--- config.mk ---
export PLATFORM = sky130hd
export DESIGN_NAME = stable_min_priority_queue_top_flat
export DESIGN_NICKNAME = d
export VERILOG_FILES = /design/src/spq_pkg.sv /design/src/spq_req_if.sv /design/src/spq_rsp_if.sv /design/src/spq_cell.sv /design/src/spq_resp.sv /design/src/stable_min_priority_queue_top.sv /design/src/flat_wrapper.sv
export SDC_FILE = /design/constraint.sdc
export NUM_CORES = 2
export LEC_CHECK = 0
export BUFFER_PORTS_ARGS = -buffer_cell sky130_fd_sc_hd__clkbuf_2
export CAP_MARGIN = 40
export CORE_MARGIN = 2
export CORE_UTILIZATION = 30
export DETAILED_ROUTE_END_ITERATION = 8
export SYNTH_ARGS = -nofsm -noshare
export SYNTH_HDL_FRONTEND = slang
export SYNTH_SLANG_ARGS = --single-unit
--- constraint.sdc ---
create_clock -name clk -period 7.8 [get_ports clk]
set_input_delay 1.17 -clock clk [delete_from_list [all_inputs] [get_ports clk]]
set_output_delay 1.17 -clock clk [all_outputs]
set_load 0.02 [all_outputs]
--- src/spq_pkg.sv ---
package spq_pkg;

    localparam int CAPACITY_DEF       = 16;
    localparam int PRIORITY_WIDTH_DEF = 16;
    localparam int PAYLOAD_WIDTH_DEF  = 32;
    localparam int REQ_TYPE_W         = 2;
    localparam int STATUS_W           = 2;

    typedef enum logic [REQ_TYPE_W-1:0] {
        REQ_ENQ   = 2'd0,
        REQ_DEQ   = 2'd1,
        REQ_QUERY = 2'd2
    } req_type_t;

    typedef enum logic [STATUS_W-1:0] {
        ST_OK    = 2'd0,
        ST_EMPTY = 2'd1,
        ST_FULL  = 2'd2
    } status_t;

    // shift command broadcast to every cell of the chain
    typedef struct packed {
        logic enq;
        logic deq;
    } cell_op_t;

endpackage

--- src/spq_req_if.sv ---
interface spq_req_if #(
    parameter int PRIO_W = spq_pkg::PRIORITY_WIDTH_DEF,
    parameter int DATA_W = spq_pkg::PAYLOAD_WIDTH_DEF
) ();
    logic                            valid;
    logic                            ready;
    logic [spq_pkg::REQ_TYPE_W-1:0]  req_type;
    logic [PRIO_W-1:0]               priority_req;
    logic [DATA_W-1:0]               payload;

    modport source (output valid, req_type, priority_req, payload, input ready);
    modport sink (input valid, req_type, priority_req, payload, output ready);
endinterface

--- src/spq_rsp_if.sv ---
interface spq_rsp_if #(
    parameter int PRIO_W = spq_pkg::PRIORITY_WIDTH_DEF,
    parameter int DATA_W = spq_pkg::PAYLOAD_WIDTH_DEF,
    parameter int OCC_W  = $clog2(spq_pkg::CAPACITY_DEF + 1)
) ();
    logic                          valid;
    logic                          ready;
    logic [spq_pkg::STATUS_W-1:0]  status;
    logic [DATA_W-1:0]             out_payload;
    logic signed [PRIO_W:0]        min_priority;
    logic [OCC_W-1:0]              occupancy;

    modport source (output valid, status, out_payload, min_priority, occupancy, input ready);
    modport sink (input valid, status, out_payload, min_priority, occupancy, output ready);
endinterface

--- src/spq_cell.sv ---
module spq_cell #(
    parameter int PRIO_W = spq_pkg::PRIORITY_WIDTH_DEF,
    parameter int DATA_W = spq_pkg::PAYLOAD_WIDTH_DEF
) (
    input  logic              clk,
    input  spq_pkg::cell_op_t op,
    input  logic              occupied,
    input  logic [PRIO_W-1:0] new_prio,
    input  logic [DATA_W-1:0] new_data,
    input  logic [PRIO_W-1:0] left_prio,
    input  logic [DATA_W-1:0] left_data,
    input  logic              left_gt,
    input  logic [PRIO_W-1:0] right_prio,
    input  logic [DATA_W-1:0] right_data,
    output logic [PRIO_W-1:0] prio,
    output logic [DATA_W-1:0] data,
    output logic              gt
);

    logic [PRIO_W-1:0] prio_reg;
    logic [PRIO_W-1:0] prio_next;
    logic [DATA_W-1:0] data_reg;
    logic [DATA_W-1:0] data_next;

    // new entry goes in front of this cell (empty cells count as greater)
    assign gt = !occupied || (prio_reg > new_prio);

    always_comb
    begin
        prio_next = prio_reg;
        data_next = data_reg;
        if (op.enq)
        begin
            if (left_gt)
            begin
                prio_next = left_prio;
                data_next = left_data;
            end
            else if (gt)
            begin
                prio_next = new_prio;
                data_next = new_data;
            end
        end
        else if (op.deq)
        begin
            prio_next = right_prio;
            data_next = right_data;
        end
    end

    always_ff @(posedge clk)
    begin
        prio_reg <= prio_next;
        data_reg <= data_next;
    end

    assign prio = prio_reg;
    assign data = data_reg;

endmodule

--- src/spq_resp.sv ---
module spq_resp #(
    parameter int PRIO_W = spq_pkg::PRIORITY_WIDTH_DEF,
    parameter int DATA_W = spq_pkg::PAYLOAD_WIDTH_DEF,
    parameter int OCC_W  = $clog2(spq_pkg::CAPACITY_DEF + 1)
) (
    input  logic                          clk,
    input  logic                          rst_n,
    input  logic                          accept,
    input  logic [spq_pkg::REQ_TYPE_W-1:0] req_type,
    input  logic [PRIO_W-1:0]             req_prio,
    input  logic                          full,
    input  logic                          empty,
    input  logic                          head_gt,
    input  logic [PRIO_W-1:0]             head_prio,
    input  logic [DATA_W-1:0]             head_data,
    input  logic [PRIO_W-1:0]             second_prio,
    input  logic [OCC_W-1:0]              count_next,
    output logic                          in_ready,
    spq_rsp_if.source                     rsp
);
    import spq_pkg::*;

    logic                   valid_reg;
    logic                   valid_next;
    logic [STATUS_W-1:0]    status_reg;
    logic [STATUS_W-1:0]    status_next;
    logic [DATA_W-1:0]      payload_reg;
    logic [DATA_W-1:0]      payload_next;
    logic signed [PRIO_W:0] minp_reg;
    logic signed [PRIO_W:0] minp_next;
    logic [OCC_W-1:0]       occ_reg;
    logic [PRIO_W-1:0]      new_head;

    assign in_ready = !valid_reg || rsp.ready;

    always_comb
    begin
        status_next  = ST_OK;
        payload_next = '0;
        new_head     = head_prio;
        case (req_type)
            REQ_ENQ:
            begin
                if (full)
                    status_next = ST_FULL;
                else if (head_gt)
                    new_head = req_prio;
            end
            REQ_DEQ:
            begin
                if (empty)
                    status_next = ST_EMPTY;
                else
                begin
                    payload_next = head_data;
                    new_head     = second_prio;
                end
            end
            default:
            begin
                if (empty)
                    status_next = ST_EMPTY;
                else
                    payload_next = head_data;
            end
        endcase
        if (count_next == '0)
            minp_next = '1;
        else
            minp_next = {1'b0, new_head};
    end

    always_comb
    begin
        valid_next = valid_reg;
        if (accept)
            valid_next = 1'b1;
        else if (rsp.ready)
            valid_next = 1'b0;
    end

    always_ff @(posedge clk or negedge rst_n)
    begin
        if (!rst_n)
            valid_reg <= 1'b0;
        else
            valid_reg <= valid_next;
    end

    always_ff @(posedge clk)
    begin
        if (accept)
        begin
            status_reg  <= status_next;
            payload_reg <= payload_next;
            minp_reg    <= minp_next;
            occ_reg     <= count_next;
        end
    end

    assign rsp.valid        = valid_reg;
    assign rsp.status       = status_reg;
    assign rsp.out_payload  = payload_reg;
    assign rsp.min_priority = minp_reg;
    assign rsp.occupancy    = occ_reg;

endmodule

--- src/stable_min_priority_queue_top.sv ---
// channel | dir | fields                                        | beat
// req     | in  | req_type, priority_req, payload               | valid & ready
// rsp     | out | status, out_payload, min_priority, occupancy  | valid & ready
//
// one request per cycle while req.ready is high; every cell compares against the
// incoming priority and shifts in the same cycle
// the result shows in the cycle after its request beat, held in an output register
// req.ready drops only while that register is full and rsp.ready is low
// rst_n clears the entry count and the output valid; cell contents are not reset
module stable_min_priority_queue_top #(
    parameter int CAPACITY       = spq_pkg::CAPACITY_DEF,
    parameter int PRIORITY_WIDTH = spq_pkg::PRIORITY_WIDTH_DEF,
    parameter int PAYLOAD_WIDTH  = spq_pkg::PAYLOAD_WIDTH_DEF
) (
    input  logic      clk,
    input  logic      rst_n,
    spq_req_if.sink   req,
    spq_rsp_if.source rsp
);
    import spq_pkg::*;

    localparam int OCC_W = $clog2(CAPACITY + 1);

    logic [OCC_W-1:0]         count_reg;
    logic [OCC_W-1:0]         count_next;
    logic                     in_ready;
    logic                     accept;
    logic                     full;
    logic                     empty;
    logic                     enq_ok;
    logic                     deq_ok;
    cell_op_t                 op;

    // per cell taps of the chain
    logic [PRIORITY_WIDTH-1:0] cell_prio [CAPACITY];
    logic [PAYLOAD_WIDTH-1:0]  cell_data [CAPACITY];
    logic                      cell_gt   [CAPACITY];

    assign req.ready = in_ready;
    assign accept    = req.valid && in_ready;
    assign full      = (count_reg == OCC_W'(CAPACITY));
    assign empty     = (count_reg == '0);
    assign enq_ok    = accept && (req.req_type == REQ_ENQ) && !full;
    assign deq_ok    = accept && (req.req_type == REQ_DEQ) && !empty;
    assign op.enq    = enq_ok;
    assign op.deq    = deq_ok;

    always_comb
    begin
        count_next = count_reg;
        if (enq_ok)
            count_next = count_reg + 1'b1;
        else if (deq_ok)
            count_next = count_reg - 1'b1;
    end

    always_ff @(posedge clk or negedge rst_n)
    begin
        if (!rst_n)
            count_reg <= '0;
        else
            count_reg <= count_next;
    end

    // sorted chain: head at cell 0, enqueue shifts right, dequeue shifts left
    for (genvar i = 0; i < CAPACITY; i++)
    begin : g_cell
        logic [PRIORITY_WIDTH-1:0] l_prio;
        logic [PAYLOAD_WIDTH-1:0]  l_data;
        logic                      l_gt;
        logic [PRIORITY_WIDTH-1:0] r_prio;
        logic [PAYLOAD_WIDTH-1:0]  r_data;

        if (i == 0)
        begin : g_first
            assign l_prio = '0;
            assign l_data = '0;
            assign l_gt   = 1'b0;
        end
        else
        begin : g_mid
            assign l_prio = cell_prio[i-1];
            assign l_data = cell_data[i-1];
            assign l_gt   = cell_gt[i-1];
        end

        if (i == CAPACITY - 1)
        begin : g_last
            assign r_prio = cell_prio[i];
            assign r_data = cell_data[i];
        end
        else
        begin : g_inner
            assign r_prio = cell_prio[i+1];
            assign r_data = cell_data[i+1];
        end

        spq_cell #(
            .PRIO_W (PRIORITY_WIDTH),
            .DATA_W (PAYLOAD_WIDTH)
        ) u_cell (
            .clk        (clk),
            .op         (op),
            .occupied   (OCC_W'(i) < count_reg),
            .new_prio   (req.priority_req),
            .new_data   (req.payload),
            .left_prio  (l_prio),
            .left_data  (l_data),
            .left_gt    (l_gt),
            .right_prio (r_prio),
            .right_data (r_data),
            .prio       (cell_prio[i]),
            .data       (cell_data[i]),
            .gt         (cell_gt[i])
        );
    end

    spq_resp #(
        .PRIO_W (PRIORITY_WIDTH),
        .DATA_W (PAYLOAD_WIDTH),
        .OCC_W  (OCC_W)
    ) u_resp (
        .clk         (clk),
        .rst_n       (rst_n),
        .accept      (accept),
        .req_type    (req.req_type),
        .req_prio    (req.priority_req),
        .full        (full),
        .empty       (empty),
        .head_gt     (cell_gt[0]),
        .head_prio   (cell_prio[0]),
        .head_data   (cell_data[0]),
        .second_prio (cell_prio[1]),
        .count_next  (count_next),
        .in_ready    (in_ready),
        .rsp         (rsp)
    );

`ifndef SYNTHESIS
    a_count_bound: assert property (@(posedge clk) disable iff (!rst_n)
        count_reg <= OCC_W'(CAPACITY))
        else $error("entry count above capacity");

    a_enq_count: assert property (@(posedge clk) disable iff (!rst_n)
        enq_ok |=> count_reg == $past(count_reg) + 1'b1)
        else $error("enqueue did not grow the queue");

    a_head_order: assert property (@(posedge clk) disable iff (!rst_n)
        (count_reg >= OCC_W'(2)) |-> (cell_prio[0] <= cell_prio[1]))
        else $error("head cells out of order");

    a_occ_report: assert property (@(posedge clk) disable iff (!rst_n)
        accept |=> (rsp.occupancy == count_reg) && rsp.valid)
        else $error("reported occupancy differs from entry count");
`endif

endmodule

--- src/flat_wrapper.sv ---
// flat-port wrapper written by rule: the top's interface ports become plain ports
module stable_min_priority_queue_top_flat import spq_pkg::*;
#(
    parameter int CAPACITY       = spq_pkg::CAPACITY_DEF,
    parameter int PRIORITY_WIDTH = spq_pkg::PRIORITY_WIDTH_DEF,
    parameter int PAYLOAD_WIDTH  = spq_pkg::PAYLOAD_WIDTH_DEF
)
  (clk, rst_n, req_valid, req_req_type, req_priority_req, req_payload, req_ready, rsp_valid, rsp_status, rsp_out_payload, rsp_min_priority, rsp_occupancy, rsp_ready);
  spq_req_if req_i ();
  spq_rsp_if rsp_i ();
  input  logic clk;
  input  logic rst_n;
  input wire logic [$bits(req_i.valid)-1:0] req_valid;
  input wire logic [$bits(req_i.req_type)-1:0] req_req_type;
  input wire logic [$bits(req_i.priority_req)-1:0] req_priority_req;
  input wire logic [$bits(req_i.payload)-1:0] req_payload;
  output wire logic [$bits(req_i.ready)-1:0] req_ready;
  output wire logic [$bits(rsp_i.valid)-1:0] rsp_valid;
  output wire logic [$bits(rsp_i.status)-1:0] rsp_status;
  output wire logic [$bits(rsp_i.out_payload)-1:0] rsp_out_payload;
  output wire logic [$bits(rsp_i.min_priority)-1:0] rsp_min_priority;
  output wire logic [$bits(rsp_i.occupancy)-1:0] rsp_occupancy;
  input wire logic [$bits(rsp_i.ready)-1:0] rsp_ready;
  assign req_i.valid = req_valid;
  assign req_i.req_type = req_req_type;
  assign req_i.priority_req = req_priority_req;
  assign req_i.payload = req_payload;
  assign req_ready = req_i.ready;
  assign rsp_valid = rsp_i.valid;
  assign rsp_status = rsp_i.status;
  assign rsp_out_payload = rsp_i.out_payload;
  assign rsp_min_priority = rsp_i.min_priority;
  assign rsp_occupancy = rsp_i.occupancy;
  assign rsp_i.ready = rsp_ready;
  stable_min_priority_queue_top #(.CAPACITY(CAPACITY), .PRIORITY_WIDTH(PRIORITY_WIDTH), .PAYLOAD_WIDTH(PAYLOAD_WIDTH)) u_core (.clk(clk), .rst_n(rst_n), .req(req_i), .rsp(rsp_i));
endmodule
==> results.ini <==
[die]
core.rowCount=145
die_h_um=402
die_area_um2=161000
coreArea_um2=157000
initial_core_util=0.303
top_level_ports=112
fp.dieW_um=402

[clock_network]
cts_resized=0
clk_pin_slew_ps=60
clock_latency_ps=720
root_buffer=clkbuf_16
cts_made_buffers=92
post_cts_buffers=0
cts_tree=built
cts_sinks=830
clk_path_buf_depth=3
htreeDepth=3
cts-hold-fix-buffers=0

[sta]
period_share=0.669
maxSlewHeadroom=0.272
finalSetupViolations=0
worstMarginPinSlew_ps=1090
holdWs_ps=375
fmax_mhz=192
drv_slew=0
rsz0062_at_grt=false
final_hold_viol_count=0
fin_skew_ps=26.1
final.setup.tns_ps=0
period_minus_slack_ps=5220

[power_and_ir_drop]
power_frac_clock=0.368
seqPwrFrac=0.443
leakage_nw=19.9
p_int_mw=8.77
p_total_mw=12.5
swShare=0.300
p_switching_mw=3.76
peakVddDrop_mv=0.185
pwr-share-comb=0.188
power_density_nw_per_um2=234

[layout]
largest_reg_flops=512
area_delta_synth_final_pct=13.1
multiInputGateArea_um2=20700
layout_common_cells=edfxtp_1, nor2_1, a21oi_1, nand2_1, ha_1
drive_gt1_frac=0.103
nFillCells=15674
layout_commonest_cell=edfxtp_1
regArea_um2=24900
diodes=0
final_cell_area_um2=53600
nets=4864

[synthesis]
synth_nets=4914
syn_avg_cell_area_um2=10.3
netlist_area_um2=47400
ys_types=74
synth_edf_count=824
synth-seq-cells=830
synthCells=4601
ys_seq_area_frac=0.525
synth_ff_type=edfxtp_1
async_reset_ff_frac=0.00723
yosys_warnings=0

[worst_setup_path]
crit_slowest_cell=a21oi_1
crit_path_end=u_core.g_cell[13].u_cell.data[0]$_DFFE_PP_
crit_chain=clkbuf_2 > inv_1 > ha_1 > o21ai_0 > o21bai_1 > a2111oi_0 > a21oi_1 > nor3_2 > buf_4 > a21oi_4 > buf_4
reg2regPathDepth=9
r2r_slack_ps=2920
arrival_ps=5570
crit_path_max_incr_delay_ps=660
path_common_cell=buf_4
worst-path-max-fanout=20
endpoint_kind=flip-flop
critPathKind=in -> reg
regToRegEndpoint=u_core.g_cell[2].u_cell.data[8]$_DFFE_PP_
startpoint=req_priority_req[15]
r2r_start=u_core.u_resp.rsp.valid$_DFFE_PN0P_
startpoint_type=input port
required_ps=8160

[detailed_routing]
wl_per_cell_um=25.8
dr.pass1.iters=6
vias=38791
drt-total-wl_um=172000
drt_iter0_markers=5234
antenna_left=0
via_per_inst=5.80
route.detailed.drc=0

[run_status]
run_status=complete, no violations

[global_route]
grt_pass1_vias=37218
grt_max_degree=218
overflow=0
grt_pass1_wl_um=252000
grt_use_total=0.206
antenna_found_initial=12

[placement]
gp_routability_congestion=0.986
numPortBuffers=111
dpl_cell_area_um2=50500
dp_hpwl_um=113000

[hold_path]
min_path_type=in -> async

[flow_run]
drv_cap=0

==> synthesized netlist by cell type (6+ instances only) <==
master | count | area [um^2]
edfxtp_1 | 824 | 24700
nor2_1 | 703 | 2640
a21oi_1 | 398 | 1990
nand2_1 | 370 | 1390
ha_1 | 259 | 3240
mux2i_1 | 255 | 2550
o22ai_1 | 239 | 1500
clkbuf_1 | 213 | 800
nor3_1 | 202 | 1010
inv_1 | 125 | 469
o21ai_1 | 123 | 616
buf_2 | 118 | 591
o21ai_0 | 68 | 340
a31oi_1 | 55 | 344
or3_1 | 54 | 338
nand2b_1 | 51 | 319
a221oi_1 | 50 | 438
o221ai_1 | 50 | 438
o221a_1 | 49 | 552
mux2_2 | 48 | 541
nand4_1 | 46 | 288
and2_1 | 36 | 225
nand3_1 | 27 | 135
o211ai_1 | 25 | 188
buf_1 | 21 | 78.8
a22oi_1 | 20 | 150
buf_4 | 17 | 128
nor2b_1 | 15 | 93.8
a211oi_1 | 14 | 105
a21o_1 | 14 | 105
nor4_1 | 9 | 56.3
buf_6 | 7 | 78.8
o21a_1 | 7 | 52.6
or4_1 | 7 | 52.6
a2111oi_0 | 6 | 52.6
a22o_1 | 6 | 52.6
dfrtp_1 | 6 | 150
o31ai_1 | 6 | 45.0
==> area by class of cell <==
type | instances | share of cell area
Tap cell | 2058 | 0.0480
Clock inverter | 60 | 0.0126
Inverter | 130 | 0.00912
Clock buffer | 110 | 0.0452
Multi-Input combinational cell | 3263 | 0.386
Timing Repair Buffer | 234 | 0.0350
Sequential cell | 830 | 0.464
==> layer usage <==
| layer | global-route usage | up-vias | part of all wire |
|---|---|---|---|
| li1 | - | 17106 | - |
| met1 | 0.282 | 19105 | 0.42 |
| met2 | 0.322 | 2170 | 0.45 |
| met3 | 0.0404 | 400 | 0.096 |
| met4 | 0.0742 | 10 | 0.040 |
| met5 | 0 | - | 0.00036 |
==> worst min-delay path by stage <==
stage | startpoint | endpoint | slack (ps) | depth (start not counted)
floorplan | u_core.g_cell[0].u_cell.data[0]$_DFFE_PP_ | u_core.u_resp.rsp.out_payload[0]$_SDFFCE_PP0P_ | 520 | 1
global placement | u_core.u_resp.rsp.valid$_DFFE_PN0P_ | u_core.u_resp.rsp.valid$_DFFE_PN0P_ | 530 | 2
detailed placement | u_core.u_resp.rsp.valid$_DFFE_PN0P_ | u_core.u_resp.rsp.valid$_DFFE_PN0P_ | 530 | 2
CTS | rst_n | u_core.u_resp.rsp.valid$_DFFE_PN0P_ | 330 | 1
global route | rst_n | u_core.u_resp.rsp.valid$_DFFE_PN0P_ | 350 | 1
finish | rst_n | u_core.u_resp.rsp.valid$_DFFE_PN0P_ | 380 | 1
==> through the flow <==
stage | worst slack, ps | util | cells
5_1_grt | 2320 | 0.342 | 6685
2_1_floorplan | 529 | - | 4601
6_report | 2580 | 0.342 | 6685
3_5_place_dp | 2020 | 0.323 | 6514
3_3_place_gp | 1900 | 0.319 | 6491
4_1_cts | 2750 | 0.342 | 6684
==> power groups by stage <==
stage | combinational (mW) | clock (mW) | sequential, mW
5_1_grt | 2.53 | 4.81 | 5.58
4_1_cts | 2.32 | 4.66 | 5.55
2_1_floorplan | 1.47 | 0 | 5.59
3_5_place_dp | 2.31 | 0 | 5.64
6_report | 2.36 | 4.61 | 5.56
3_3_place_gp | 2.22 | 0 | 5.64
==> worst max-delay path, delay by kind of cell <==
kind            cells  cell delay, ps
compound gates      5            2160
buf+inv             4            1580
fa+ha+maj           1             490
simple gates        1              90
==> kinds of logic (layout without fill, tap and decap cells) <==
| logic type | after synthesis | after routing | synth area share |
|---|---|---|---|
| simple gates | 1541 | 1541 | 0.142 |
| mux | 303 | 303 | 0.0653 |
| compound gates | 1157 | 1157 | 0.152 |
| flops | 830 | 830 | 0.525 |
| fa+ha+maj | 259 | 259 | 0.0684 |
| buf+inv | 508 | 534 | 0.0463 |
| xor+xnor | 3 | 3 | 0.000554 |
Note: power is estimated with default switching activity, not from simulation.
